`src/rtl/core/ladrc_pkg.sv`:
```
package ladrc_pkg;

  localparam logic [31:0] DEF_STEP = 32'd858993;
  localparam logic signed [30:0] DEF_GAIN = 31'sd10000;
  localparam logic [19:0] DEF_WC = 20'd800;
  localparam logic [19:0] DEF_WO = 20'd2400;
  localparam logic [31:0] VBOUND_K = 32'd2355715498;

  localparam logic [2:0] REG_STEP = 3'd0;
  localparam logic [2:0] REG_GAIN = 3'd1;
  localparam logic [2:0] REG_WC = 3'd2;
  localparam logic [2:0] REG_WO = 3'd3;
  localparam logic [2:0] REG_UPPER = 3'd4;
  localparam logic [2:0] REG_LOWER = 3'd5;

  localparam logic signed [63:0] S64_MAX = {1'b0, {63{1'b1}}};
  localparam logic signed [63:0] S64_MIN = {1'b1, {63{1'b0}}};

  // Datapath operations, one per controller step.
  typedef enum logic [3:0] {
    OP_NONE,
    OP_LOAD,
    OP_ERR,
    OP_FF,
    OP_T1,
    OP_Z1,
    OP_Q,
    OP_E2,
    OP_Z2,
    OP_T2,
    OP_DIV,
    OP_BOUND,
    OP_CLAMP
  } op_t;

  typedef struct packed {
    op_t op;
    logic start;
  } cmd_t;

  typedef struct packed {
    logic busy;
  } sts_t;

  function automatic logic signed [63:0] sat_add(input logic signed [63:0] a,
                                                 input logic signed [63:0] b);
    logic signed [64:0] s;
    s = {a[63], a} + {b[63], b};
    if (s > 65'sd0 && s[64] != s[63]) return S64_MAX;
    if (s[64] != s[63]) return s[64] ? S64_MIN : S64_MAX;
    return s[63:0];
  endfunction

  function automatic logic signed [63:0] sat_sub(input logic signed [63:0] a,
                                                 input logic signed [63:0] b);
    logic signed [64:0] s;
    s = {a[63], a} - {b[63], b};
    if (s[64] != s[63]) return s[64] ? S64_MIN : S64_MAX;
    return s[63:0];
  endfunction

  function automatic logic [63:0] mag(input logic signed [63:0] a);
    return a[63] ? 64'(-a) : 64'(a);
  endfunction

  function automatic logic signed [63:0] from_mag(input logic neg, input logic [63:0] m);
    if (neg) return m[63] ? S64_MIN : 64'(-$signed(m));
    return m[63] ? S64_MAX : $signed(m);
  endfunction

  function automatic logic signed [31:0] sat32(input logic signed [63:0] x);
    if (x > 64'sd2147483647) return 32'sh7fffffff;
    if (x < -64'sd2147483648) return 32'sh80000000;
    return x[31:0];
  endfunction

endpackage

```
`src/rtl/core/ladrc_ctrl.sv`:
```
module ladrc_ctrl import ladrc_pkg::*; (
  input  logic clk,
  input  logic rst_n,
  input  logic in_valid,
  output logic in_stall,
  output logic out_valid,
  input  logic out_stall,
  output cmd_t cmd,
  input  sts_t sts
);
  localparam logic [1:0] S_IDLE = 2'd0;
  localparam logic [1:0] S_RUN = 2'd1;
  localparam logic [1:0] S_OUT = 2'd2;

  logic [1:0] state_r, state_nxt;
  op_t op_r, op_nxt;
  logic go_r, go_nxt;

  always_comb begin
    state_nxt = state_r;
    op_nxt = op_r;
    go_nxt = 1'b0;
    cmd.start = 1'b0;
    cmd.op = op_r;
    unique case (state_r)
      S_IDLE: begin
        if (in_valid) begin
          cmd.start = 1'b1;
          cmd.op = OP_LOAD;
          op_nxt = OP_ERR;
          go_nxt = 1'b1;
          state_nxt = S_RUN;
        end
      end
      S_RUN: begin
        if (go_r) begin
          cmd.start = 1'b1;
        end else if (!sts.busy) begin
          if (op_r == OP_CLAMP) begin
            state_nxt = S_OUT;
          end else begin
            op_nxt = op_t'(op_r + 4'd1);
            go_nxt = 1'b1;
          end
        end
        if (go_r && (op_r == OP_ERR || op_r == OP_CLAMP)) begin
          // Register-only steps finish at once.
          if (op_r == OP_CLAMP) state_nxt = S_OUT;
          else begin
            op_nxt = OP_FF;
            go_nxt = 1'b1;
          end
        end
      end
      S_OUT: if (!out_stall) state_nxt = S_IDLE;
      default: state_nxt = S_IDLE;
    endcase
  end

  always_ff @(posedge clk) begin
    if (!rst_n) begin
      state_r <= S_IDLE;
      op_r <= OP_NONE;
      go_r <= 1'b0;
    end else begin
      state_r <= state_nxt;
      op_r <= op_nxt;
      go_r <= go_nxt;
    end
  end

  assign in_stall = (state_r != S_IDLE);
  assign out_valid = (state_r == S_OUT);

  a_out_after_run: assert property (@(posedge clk) disable iff (!rst_n)
    $rose(out_valid) |-> $past(state_r == S_RUN)) else $error("result without run");
  a_no_accept_busy: assert property (@(posedge clk) disable iff (!rst_n)
    (state_r == S_RUN) |-> in_stall) else $error("accept while busy");
  a_start_idle_dp: assert property (@(posedge clk) disable iff (!rst_n)
    (cmd.start && state_r == S_RUN) |-> !sts.busy) else $error("start while busy");
endmodule

```
`config.mk`:
```
export PLATFORM = sky130hd
export DESIGN_NAME = ladrc_ctrl
export DESIGN_NICKNAME = d
export VERILOG_FILES = /design/src/rtl/core/ladrc_pkg.sv /design/src/rtl/core/ladrc_ctrl.sv
export SDC_FILE = /design/constraint.sdc
export NUM_CORES = 1
export LEC_CHECK = 0
export BUFFER_PORTS_ARGS = -buffer_cell sky130_fd_sc_hd__buf_2
export CAP_MARGIN = 25
export CORE_MARGIN = 2
export CORE_UTILIZATION = 35
export CTS_BUF_LIST = sky130_fd_sc_hd__clkbuf_4 sky130_fd_sc_hd__clkbuf_8
export DETAILED_ROUTE_END_ITERATION = 8
export PLACE_DENSITY_LB_ADDON = 0.12
export SYNTH_ARGS = -nofsm -noshare
export SYNTH_HDL_FRONTEND = slang
export SYNTH_SLANG_ARGS = --single-unit
```
`constraint.sdc`:
```
create_clock -name clk -period 1.23 [get_ports clk]
set_input_delay 0.0615 -clock clk [delete_from_list [all_inputs] [get_ports clk]]
set_output_delay 0.0615 -clock clk [all_outputs]
set_load 0.05 [all_outputs]
```
==> run_results.csv, run 1 <==
group,metric,value,unit
status,status,"complete, but fails checks",
status,failing_checks,"negative setup slack",
setup_path,cp-start-kind,"register",
synthesis,synth_area_leaders,"sky130_fd_sc_hd__dfxtp_1, sky130_fd_sc_hd__ha_1, sky130_fd_sc_hd__a21boi_0",
power_and_ir_drop,peakVddDrop,0.631,mV
global_route,overflow,0,
worst_hold_path,whs_endpoint,"state_r[1]",
power_and_ir_drop,static-leakage-power,0.337,nW
setup_path,critPathMaxStageDelay,0.43,ns
synthesis,yosysWarningCount,0,
clock_network,cts_max_path_buffers,2,
layout,antenna_cells_inserted,0,
die,design.die.area,1700,um^2
synthesis,mean_syn_cell_area,8.80,um^2
global_route,grt_start_max_net_pins,9,
power_and_ir_drop,internal_power,0.000501,W
clock_network,tritoncts,"done",
clock_network,cts_num_sinks,7,
setup_path,slowest_stage,"sky130_fd_sc_hd__or3b_4",
drt,drt-wirelength-per-cell,13.5,um
synthesis,synth.largest_area_cell,"sky130_fd_sc_hd__dfxtp_1",
worst_hold_path,hp-start,"out_stall",
die,floorplan.io_pins,12,
layout,layout-area-overhead-vs-synth,62.3,%
setup_path,critical_path.reg2reg.startpoint,"op_r[0]",
place,gpl.final_weighted_congestion,0.747,
die,core.rowCount,13,
setup_path,reg2reg_setup_slack,0.01,ns
die,core,1300,um^2
synthesis,synth_top_area_share,28.9,%
die,initial_utilization,37.2,%
synthesis,postSynthCellCount,55,
layout,most-common-layout-cells,"sky130_fd_sc_hd__buf_4, sky130_fd_sc_hd__nand2_1",
clock_network,cts-buffers-inserted,3,
timing,post-route-period-util,112,%
drt,route.vias.total,504,
clock_network,htree_num_levels,1,
setup_path,critical_path.endpoint_type,"output port",
setup_path,r2r.worst_path.cells,5,
place,numPortBuffers,11,
layout,nets,87,
place,post-dp-hpwl,842,um
setup_path,cp_num_buf_inv,1,
layout,final_layout_size_suffix_gt1_share,57.7,%
synthesis,post_synth_mux_area_share,2.07,%
power_and_ir_drop,reg_power_share,35.6,%
timing,finalSetupViolCount,4,
layout,finalCoreUtilization,60.4,%
synthesis,synth-seq-area-share,28.9,%
synthesis,synth_area,484,um^2
setup_path,cp_data_arrival_time,1.31,ns
global_route,grt_first_pass_wirelength,1760,um
drt,drt_pass1_iterations,4,
timing,setup-tns-final,-0.469,ns
setup_path,path_class,"reg2out",
synthesis,syn-num-nets,63,
global_route,via_count_of_the_first_global_routing_pass,408,
drt,post-route-drc-count,0,
timing,timing.final.hold_violations,0,
power_and_ir_drop,clk_network_pwr_share,31.9,%
clock_network,cts_hold_buffers,0,
setup_path,maximum_net_fanout_on_the_critical_path,6,
timing,hold_slack,0.0795,ns
power_and_ir_drop,switching_share,30.5,%
place,numPlacedInstances,91,
drt,via_per_inst,5.42,
timing,timing.fmax,728,MHz
power_and_ir_drop,power.density,919,nW/um^2
flow_run,max-cap-violations,0,
synthesis,complex_gate_fraction_of_the_synthesized_area,24.3,%
power_and_ir_drop,combPwrFrac,32.4,%
power_and_ir_drop,design_power_total,0.000722,W
drt,final_antenna_net_count,0,
clock_network,clk_transition_reported_paths,0.05,ns
worst_hold_path,timing.hold.worst.class,"in2reg",
global_route,grtUsageTotal,15.9,%
timing,finalMaxSlewViolations,0,
setup_path,required,1.17,ns
synthesis,synth.ff_latch_count,7,
synthesis,simple_logic_cell_fraction_of_the_synthesized_area,31.3,%
die,die_width,41.2,um
synthesis,yosys.cell_types.count,32,
synthesis,synth_fa_ha_area_share,7.75,%
setup_path,crit_family,"simple AND/OR/NAND/NOR gates",
global_route,antenna_found_initial,0,
die,die-height,41.2,um
timing,max_slew.worst_pin.slew,0.325,ns
worst_hold_path,holdPathStages,3,
clock_network,worstSkewPairLatency,0.25,ns
timing,relSlewSlack,78.3,%
synthesis,dominant_combinational_cell_family_by_area_after_synthesis,"simple AND/OR/NAND/NOR gates",
timing,finalWorstSetupSlack,-0.143,ns
power_and_ir_drop,net-switching-power,0.000220,W
timing,setup_repair_after_global_routing_missed_its_margin,"yes",
setup_path,worstPathCellList,"or3b_4 > and2_4 > buf_8",
clock_network,cts_root_buffer,"sky130_fd_sc_hd__clkbuf_4",
synthesis,post_synth_xor_area_fraction,0,%
timing,finalWorstPathRequiredPeriod,1.37,ns
timing,finClkSkew,0.00232,ns
layout,mostFrequentLayoutCell,"sky130_fd_sc_hd__buf_4",
drt,detailedRoute.firstIterationViolations,9,
setup_path,worstReg2RegEnd,"go_r",
drt,route.final.wire_length,1250,um
layout,number_of_standard_cells_in_the_final_layout_excluding_fillers,93,
## synth_stat cells, drive strengths merged
| master | n |
|---|---|
| and2b | 1 |
| inv | 3 |
| or3b | 1 |
| a21oi | 1 |
| and4 | 1 |
| o31ai | 1 |
| or2b | 1 |
| nor2 | 2 |
| nand3 | 1 |
| and2 | 3 |
| nand4 | 1 |
| nor2b | 1 |
| nand2b | 1 |
| mux2i | 1 |
| o211ai | 2 |
| o22ai | 1 |
| o21ba | 1 |
| buf | 2 |
| dfxtp | 7 |
| a21boi | 4 |
| nor4bb | 1 |
| nand4b | 2 |
| o221a | 1 |
| a32o | 1 |
| or2 | 1 |
| nand2 | 5 |
| o41ai | 1 |
| a31oi | 1 |
| and3 | 2 |
| ha | 3 |
| a211oi | 1 |
## worst max path at each step
stage,end,slack [ns],start,cells after the start
6_report,cmd[3],-0.14,state_r[1],3
5_1_grt,cmd[3],-0.18,state_r[1],3
4_1_cts,cmd[3],-0.16,state_r[0],3
3_5_place_dp,op_r[0],-0.10,op_r[0],5
3_3_place_gp,cmd[4],-0.03,state_r[1],3
2_1_floorplan,op_r[2],-0.07,state_r[0],5
## what timing repair did
| action | 4_1_cts | 5_1_grt |
|---|---|---|
| resized for setup | 26 | 16 |
| setup buffers | 0 | 0 |
| endpoints found under the hold margin | 0 | 0 |
| pin swaps | 5 | 4 |
| endpoints found under the setup margin | 11 | 12 |
## final cells by class
cell class	instances	area, um^2
clock buffer	4	30.0
fill	124	515
inverter	3	13.8
multi-input combinational	43	390
sequential	7	148
tap	15	18.8
timing repair buffer	21	185
## logic make-up after synthesis
group,count (synthesis)
AND/OR/NAND/NOR,24
AO/OA/AOI/OAI,15
flip-flops,7
buffers and inverters,5
adder cells (fa/ha/maj),3
multiplexers,1
## sequential cells by signal, indices dropped and copies added, names as in the netlist
signal	cells
state_r	2
go_r	1
op_r	4
## power by group through the flow
stage               clock network (W)  logic [W]  registers [W]
global placement                    0   0.000183       0.000254
global route                 0.000249   0.000251       0.000258
CTS                          0.000238   0.000215       0.000250
detailed placement                  0   0.000181       0.000253
finish                       0.000230   0.000234       0.000257
floorplan                           0   0.000117       0.000252
## through the flow
step           setup slack [ns]  instance area, um^2
2_1_floorplan           -0.0745                  484
4_1_cts                  -0.164                  736
6_report                 -0.143                  786
5_1_grt                  -0.181                  786
3_5_place_dp             -0.104                  632
3_3_place_gp            -0.0325                  632
## metal layers
layer | part of all wire [%] | GRT usage [%] | vias to the layer above
met4 | 0.64 | 0 | 0
li1 | - | - | 256
met2 | 48 | 26.2 | 18
met1 | 46 | 20.6 | 228
met5 | 0 | 0 | -
met3 | 5.9 | 6.52 | 2
## worst register-to-register path: stages (launching register included)
cell and delay, ns:
sky130_fd_sc_hd__dfxtp_2 0.35, sky130_fd_sc_hd__inv_4 0.06, sky130_fd_sc_hd__ha_4 0.14, sky130_fd_sc_hd__nor4bb_4 0.15, sky130_fd_sc_hd__o211ai_1 0.26, sky130_fd_sc_hd__a21boi_0 0.13
(Power assumes the default switching activity.)
==> run 2, diff against run 1 <==
--- a/config.mk
+++ b/config.mk
@@ -9,7 +9,7 @@
 export CAP_MARGIN = 25
 export CORE_MARGIN = 2
 export CORE_UTILIZATION = 35
-export CTS_BUF_LIST = sky130_fd_sc_hd__clkbuf_4 sky130_fd_sc_hd__clkbuf_8
+export CTS_BUF_LIST = sky130_fd_sc_hd__clkbuf_8 sky130_fd_sc_hd__clkbuf_16
 export DETAILED_ROUTE_END_ITERATION = 8
 export PLACE_DENSITY_LB_ADDON = 0.12
 export SYNTH_ARGS = -nofsm -noshare
==> run 2 against run 1 <==
Setup slack better by 0.024 ns. Largest power group is now clock. The run still ends with negative setup slack left. First-iteration DRC count is 11% higher. Critical path type unchanged. Global-route usage is 0.56 points higher. Final cell count is 1.1% higher. Clock power is 37% higher. Clock skew is 0.0015 ns lower.
==> run_results.csv, run 2 (synthesized netlist as in run 1, its figures left out) <==
group,metric,value,unit
clock_network,cts_hold_buffers,0,
setup_path,required,1.17,ns
flow_run,max-cap-violations,0,
clock_network,cts_max_path_buffers,2,
timing,max_slew.worst_pin.slew,0.335,ns
setup_path,critical_path.reg2reg.startpoint,"op_r[0]",
setup_path,cp_data_arrival_time,1.29,ns
global_route,via_count_of_the_first_global_routing_pass,413,
drt,post-route-drc-count,0,
power_and_ir_drop,static-leakage-power,0.352,nW
setup_path,slowest_stage,"sky130_fd_sc_hd__or3b_4",
power_and_ir_drop,reg_power_share,31.8,%
die,core.rowCount,13,
timing,relSlewSlack,77.6,%
layout,most-common-layout-cells,"sky130_fd_sc_hd__buf_4, sky130_fd_sc_hd__nand2_1, sky130_fd_sc_hd__buf_2, sky130_fd_sc_hd__buf_8",
layout,filler_cell_count,119,
timing,finalMaxSlewViolations,0,
die,core,1300,um^2
timing,setup_repair_after_global_routing_missed_its_margin,"yes",
die,initial_utilization,37.2,%
clock_network,htree_num_levels,1,
drt,detailedRoute.firstIterationViolations,10,
place,numPortBuffers,11,
setup_path,critPathMaxStageDelay,0.44,ns
worst_hold_path,whs_endpoint,"state_r[1]",
power_and_ir_drop,combPwrFrac,29.4,%
worst_hold_path,hp-start,"out_stall",
place,post-dp-hpwl,842,um
global_route,antenna_found_initial,0,
setup_path,cp-start-kind,"register",
setup_path,r2r.worst_path.cells,5,
timing,timing.fmax,741,MHz
die,die_width,41.2,um
setup_path,reg2reg_setup_slack,-0.05,ns
layout,final_layout_size_suffix_gt1_share,58.2,%
drt,route.vias.total,503,
timing,timing.final.hold_violations,0,
power_and_ir_drop,peakVddDrop,0.783,mV
timing,post-route-period-util,110,%
global_route,overflow,0,
layout,finalCoreUtilization,62.9,%
clock_network,cts_num_sinks,7,
layout,nets,88,
status,status,"complete, but fails checks",
power_and_ir_drop,power.density,994,nW/um^2
setup_path,worstReg2RegEnd,"op_r[0]",
drt,via_per_inst,5.35,
die,die-height,41.2,um
status,failing_checks,"negative setup slack",
timing,finalSetupViolCount,5,
setup_path,crit_family,"simple AND/OR/NAND/NOR gates",
layout,register_name_with_the_most_flops,"op_r",
layout,largest_register_ffs,4,
clock_network,cts_root_buffer,"sky130_fd_sc_hd__clkbuf_8",
setup_path,worstPathCellList,"or3b_4 > and2_4 > buf_8",
worst_hold_path,holdPathStages,3,
global_route,grtUsageTotal,16.5,%
power_and_ir_drop,internal_power,0.000574,W
clock_network,cts-buffers-inserted,3,
drt,drt_pass1_iterations,4,
layout,number_of_standard_cells_in_the_final_layout_excluding_fillers,94,
setup_path,cp_num_buf_inv,1,
drt,route.final.wire_length,1330,um
drt,final_antenna_net_count,0,
place,numPlacedInstances,91,
global_route,grt_first_pass_wirelength,1780,um
drt,drt-wirelength-per-cell,14.1,um
setup_path,path_class,"reg2out",
die,design.die.area,1700,um^2
place,gpl.final_weighted_congestion,0.747,
clock_network,clk_transition_reported_paths,0.04,ns
layout,antenna_cells_inserted,0,
timing,hold_slack,0.0941,ns
clock_network,tritoncts,"done",
worst_hold_path,timing.hold.worst.class,"in2reg",
global_route,grt_start_max_net_pins,9,
layout,layout-area-overhead-vs-synth,69.0,%
die,floorplan.io_pins,12,
clock_network,worstSkewPairLatency,0.23,ns
timing,finalWorstSetupSlack,-0.119,ns
setup_path,critical_path.endpoint_type,"output port",
power_and_ir_drop,switching_share,29.4,%
timing,finClkSkew,0.000853,ns
layout,reg.largest.list,"op_r (4), state_r (2), go_r (1)",
power_and_ir_drop,clk_network_pwr_share,38.8,%
setup_path,maximum_net_fanout_on_the_critical_path,6,
timing,finalWorstPathRequiredPeriod,1.35,ns
layout,mostFrequentLayoutCell,"sky130_fd_sc_hd__buf_4",
power_and_ir_drop,net-switching-power,0.000239,W
[run 2: layer usage]
metal | track usage [%] | vias up | wire [um]
met5 | 0 | - | 0
met4 | 0 | 0 | 0
met3 | 8.15 | 0 | 65
met2 | 27.0 | 12 | 668
met1 | 20.6 | 235 | 591
li1 | - | 256 | -
[run 2: layout make-up]
class / count / area [um^2] / area share (%)
Multi-Input combinational cell: 43 / 400 / 48.9
Inverter: 3 / 13.8 / 1.68
Sequential cell: 7 / 148 / 18.0
Clock buffer: 3 / 41.3 / 5.05
Clock inverter: 1 / 3.75 / 0.459
Timing Repair Buffer: 22 / 193 / 23.5
Tap cell: 15 / 18.8 / 2.29
[run 2: per-stage QoR]
stage               power (W)  instance area (um^2)  setup WS, ns  TNS (ns)
floorplan            0.000369                   484       -0.0745    -0.135
global placement     0.000437                   632       -0.0325    -0.159
detailed placement   0.000434                   632        -0.104    -0.245
CTS                  0.000788                   748        -0.135    -0.441
global route         0.000854                   818        -0.152    -0.703
finish               0.000814                   818        -0.119    -0.426
[run 2: how the worst max path moves through the flow]
stage / from / to / depth (start not counted)
global placement: state_r[1] / cmd[4] / 3
CTS: state_r[0] / cmd[3] / 3
global route: state_r[1] / cmd[3] / 3
detailed placement: op_r[0] / op_r[0] / 5
finish: state_r[1] / cmd[3] / 3
floorplan: state_r[0] / op_r[2] / 5
[run 2: worst min-delay path, cell delays in order]
cell	delay [ns]
sky130_fd_sc_hd__buf_2	0.09
sky130_fd_sc_hd__nand2_1	0.05
sky130_fd_sc_hd__a21boi_1	0.06
[run 2: what timing repair did]
item,4_1_cts,5_1_grt
hold endpoints to repair,0,0
pin swaps,5,7
resized for setup,25,20
setup endpoints to repair,10,12
setup buffers,0,1
[run 2: power by group through the flow]
stage          clock (W)  sequential [W]  combinational [W]
6_report        0.000316        0.000258           0.000239
5_1_grt         0.000338        0.000260           0.000256
4_1_cts         0.000324        0.000251           0.000213
3_5_place_dp           0        0.000253           0.000181
3_3_place_gp           0        0.000254           0.000183
2_1_floorplan          0        0.000252           0.000117
==> run 3, diff against run 2 <==
--- a/config.mk
+++ b/config.mk
@@ -5,8 +5,8 @@
 export SDC_FILE = /design/constraint.sdc
 export NUM_CORES = 1
 export LEC_CHECK = 0
+export ABC_AREA = 1
 export BUFFER_PORTS_ARGS = -buffer_cell sky130_fd_sc_hd__buf_2
-export CAP_MARGIN = 25
 export CORE_MARGIN = 2
 export CORE_UTILIZATION = 35
 export CTS_BUF_LIST = sky130_fd_sc_hd__clkbuf_8 sky130_fd_sc_hd__clkbuf_16
==> run 3 against run 2 <==
The flow now finishes without violations. Via count up 11%. Sequential share of layout area up 0.81 points. Total power down 0.58%. First-iteration DRC count down 40%. Area after synthesis up 3.9%. Worst hold slack worse by 0.023 ns. Critical path type unchanged. Fmax up 16%. Critical path depth up 3. Final area down 4.3%.
==> run_results.csv, run 3 <==
group,metric,value,unit
synthesis,post_synth_xor_area_fraction,0,%
drt,route.vias.total,558,
synthesis,yosysMostFrequentCell,"sky130_fd_sc_hd__nand2_1",
layout,stdcell_area,783,um^2
clock_network,cts_root_buffer,"sky130_fd_sc_hd__clkbuf_8",
timing,finalWorstPathRequiredPeriod,1.17,ns
power_and_ir_drop,peakVddDrop,0.665,mV
layout,largest_register_ffs,4,
synthesis,simple_logic_cell_fraction_of_the_synthesized_area,37.3,%
layout,filler_cell_count,137,
timing,post-route-period-util,94.8,%
synthesis,synth_top_area_share,27.9,%
timing,finalSetupViolCount,0,
global_route,grtUsageTotal,14.8,%
global_route,via_count_of_the_first_global_routing_pass,511,
synthesis,synth-seq-area-share,27.9,%
clock_network,worstSkewPairLatency,0.22,ns
timing,relSlewSlack,83.6,%
place,gpl.final_weighted_congestion,0.802,
worst_hold_path,whs_endpoint,"state_r[1]",
synthesis,complex_gate_fraction_of_the_synthesized_area,14.7,%
clock_network,cts-buffers-inserted,3,
synthesis,synth_fa_ha_area_share,7.46,%
synthesis,async_flop_share,0,%
timing,max_slew.worst_pin.slew,0.247,ns
layout,most-common-layout-cells,"sky130_fd_sc_hd__nand2_1, sky130_fd_sc_hd__inv_1, sky130_fd_sc_hd__inv_2",
drt,detailedRoute.firstIterationViolations,6,
setup_path,critical_path.reg2reg.startpoint,"op_r[0]",
global_route,grt_start_max_net_pins,7,
drt,via_per_inst,4.85,
synthesis,syn-num-nets,87,
synthesis,yosysWarningCount,0,
synthesis,synth.largest_area_cell,"sky130_fd_sc_hd__dfxtp_1",
synthesis,synth_area,503,um^2
layout,mostFrequentLayoutCell,"sky130_fd_sc_hd__nand2_1",
clock_network,cts_max_path_buffers,2,
setup_path,maximum_net_fanout_on_the_critical_path,3,
layout,finalCoreUtilization,59.4,%
power_and_ir_drop,static-leakage-power,0.367,nW
place,dpl-instance-area,629,um^2
flow_run,max-cap-violations,0,
clock_network,cts_hold_buffers,0,
setup_path,critical_path.endpoint_type,"output port",
setup_path,worstReg2RegEnd,"state_r[0]",
synthesis,post_synth_mux_area_share,0,%
setup_path,cp-start-kind,"register",
timing,timing.fmax,857,MHz
setup_path,reg2reg_setup_slack,0.10,ns
layout,register_name_with_the_most_flops,"op_r",
global_route,overflow,0,
synthesis,synth_enable_flop_cells,0,
global_route,antenna_found_initial,0,
die,die-height,41.9,um
drt,drt-wirelength-per-cell,10.6,um
die,die_width,41.9,um
drt,final_antenna_net_count,0,
clock_network,cts_num_sinks,7,
layout,nets,109,
timing,finalMaxSlewViolations,0,
setup_path,path_class,"reg2out",
worst_hold_path,hp-start,"out_stall",
die,floorplan.io_pins,12,
setup_path,cp_data_arrival_time,1.10,ns
setup_path,required,1.17,ns
die,core.rowCount,13,
timing,finClkSkew,0.000483,ns
global_route,grt_first_pass_wirelength,1930,um
layout,reg.largest.list,"op_r (4), state_r (2), go_r (1)",
worst_hold_path,holdPathStages,3,
die,core,1320,um^2
synthesis,synth_top_flop_cell,"sky130_fd_sc_hd__dfxtp_1",
clock_network,htree_num_levels,1,
layout,final_layout_size_suffix_gt1_share,52.0,%
place,numPortBuffers,11,
power_and_ir_drop,power.density,1030,nW/um^2
clock_network,clk_transition_reported_paths,0.04,ns
timing,setup_repair_after_global_routing_missed_its_margin,"yes",
synthesis,ys_top_cells_by_count,"sky130_fd_sc_hd__nand2_1, sky130_fd_sc_hd__inv_1, sky130_fd_sc_hd__nor2_1, sky130_fd_sc_hd__dfxtp_1",
synthesis,yosys.cell_types.count,17,
synthesis,mean_syn_cell_area,6.37,um^2
layout,layout-area-overhead-vs-synth,55.7,%
drt,post-route-drc-count,0,
die,initial_utilization,38.2,%
worst_hold_path,timing.hold.worst.class,"in2reg",
synthesis,synth_area_leaders,"sky130_fd_sc_hd__dfxtp_1, sky130_fd_sc_hd__nand2_1, sky130_fd_sc_hd__inv_1",
drt,route.final.wire_length,1220,um
place,post-dp-hpwl,995,um
layout,antenna_cells_inserted,0,
timing,timing.final.hold_violations,0,
drt,drt_pass1_iterations,3,
die,design.die.area,1760,um^2
place,numPlacedInstances,111,
power_and_ir_drop,design_power_total,0.000809,W
synthesis,dominant_combinational_cell_family_by_area_after_synthesis,"simple AND/OR/NAND/NOR gates",
synthesis,postSynthCellCount,79,
synthesis,synth.ff_latch_count,7,
status,status,"complete, no violations",
setup_path,r2r.worst_path.cells,9,
clock_network,tritoncts,"done",
layout,number_of_standard_cells_in_the_final_layout_excluding_fillers,115,
run 3: worst max path at each step:
stage	startpoint	endpoint	slack (ns)
6_report	state_r[1]	cmd[3]	0.06
5_1_grt	state_r[0]	cmd[0]	-0.006
4_1_cts	op_r[1]	state_r[0]	0.006
3_5_place_dp	op_r[0]	state_r[0]	-0.01
3_3_place_gp	op_r[0]	state_r[0]	0.04
2_1_floorplan	state_r[0]	cmd[0]	-0.14
run 3: logic make-up (layout without fill, tap and decap cells):
logic type	after synthesis	after routing
flip-flops	7	7
AND/OR/NAND/NOR	40	40
adder cells (fa/ha/maj)	3	3
buffers and inverters	17	38
AO/OA/AOI/OAI	12	12
run 3: per-layer routing:
metal	vias up	global-route usage, %	routed length, um
met4	0	9.68	41
met3	6	4.35	62
met5	-	0	0
met2	13	25.0	569
li1	289	-	-
met1	250	15.9	549
run 3: cell type report:
cell class,instances,area (um^2),share of cell area (%)
tap,15,18.8,2.40
timing repair buffer,17,135,17.3
clock buffer,3,41.3,5.27
multi-input combinational,55,370,47.3
clock inverter,1,3.75,0.479
inverter,17,66.3,8.47
sequential,7,148,18.8
run 3: stage by stage:
step           setup slack [ns]  hold slack (ns)  setup TNS [ns]
5_1_grt                -0.00613           0.0810         -0.0141
6_report                 0.0636           0.0714               0
4_1_cts                 0.00623           0.0729               0
2_1_floorplan            -0.142            0.201          -0.190
3_3_place_gp             0.0402            0.317               0
3_5_place_dp            -0.0114            0.309         -0.0114
run 3: timing repair:
action,in CTS,in global routing
buffers inserted,0,0
pin swaps,0,1
endpoints found under the hold margin,0,0
resized for setup,12,21
endpoints found under the setup margin,6,11
run 3: critical path: stages, from the launching register on:
cell and delay, ns:
sky130_fd_sc_hd__dfxtp_2 0.36, sky130_fd_sc_hd__inv_4 0.05, sky130_fd_sc_hd__nand2_4 0.07, sky130_fd_sc_hd__nor2_4 0.04, sky130_fd_sc_hd__buf_6 0.13, sky130_fd_sc_hd__nor2_4 0.07, sky130_fd_sc_hd__buf_6 0.16
run 3: power breakdown:
group	total (W)	internal (W)	switching, W
registers	0.000257	0.000241	0.0000163
clock network	0.000309	0.000215	0.0000937
logic	0.000243	0.0000951	0.000148
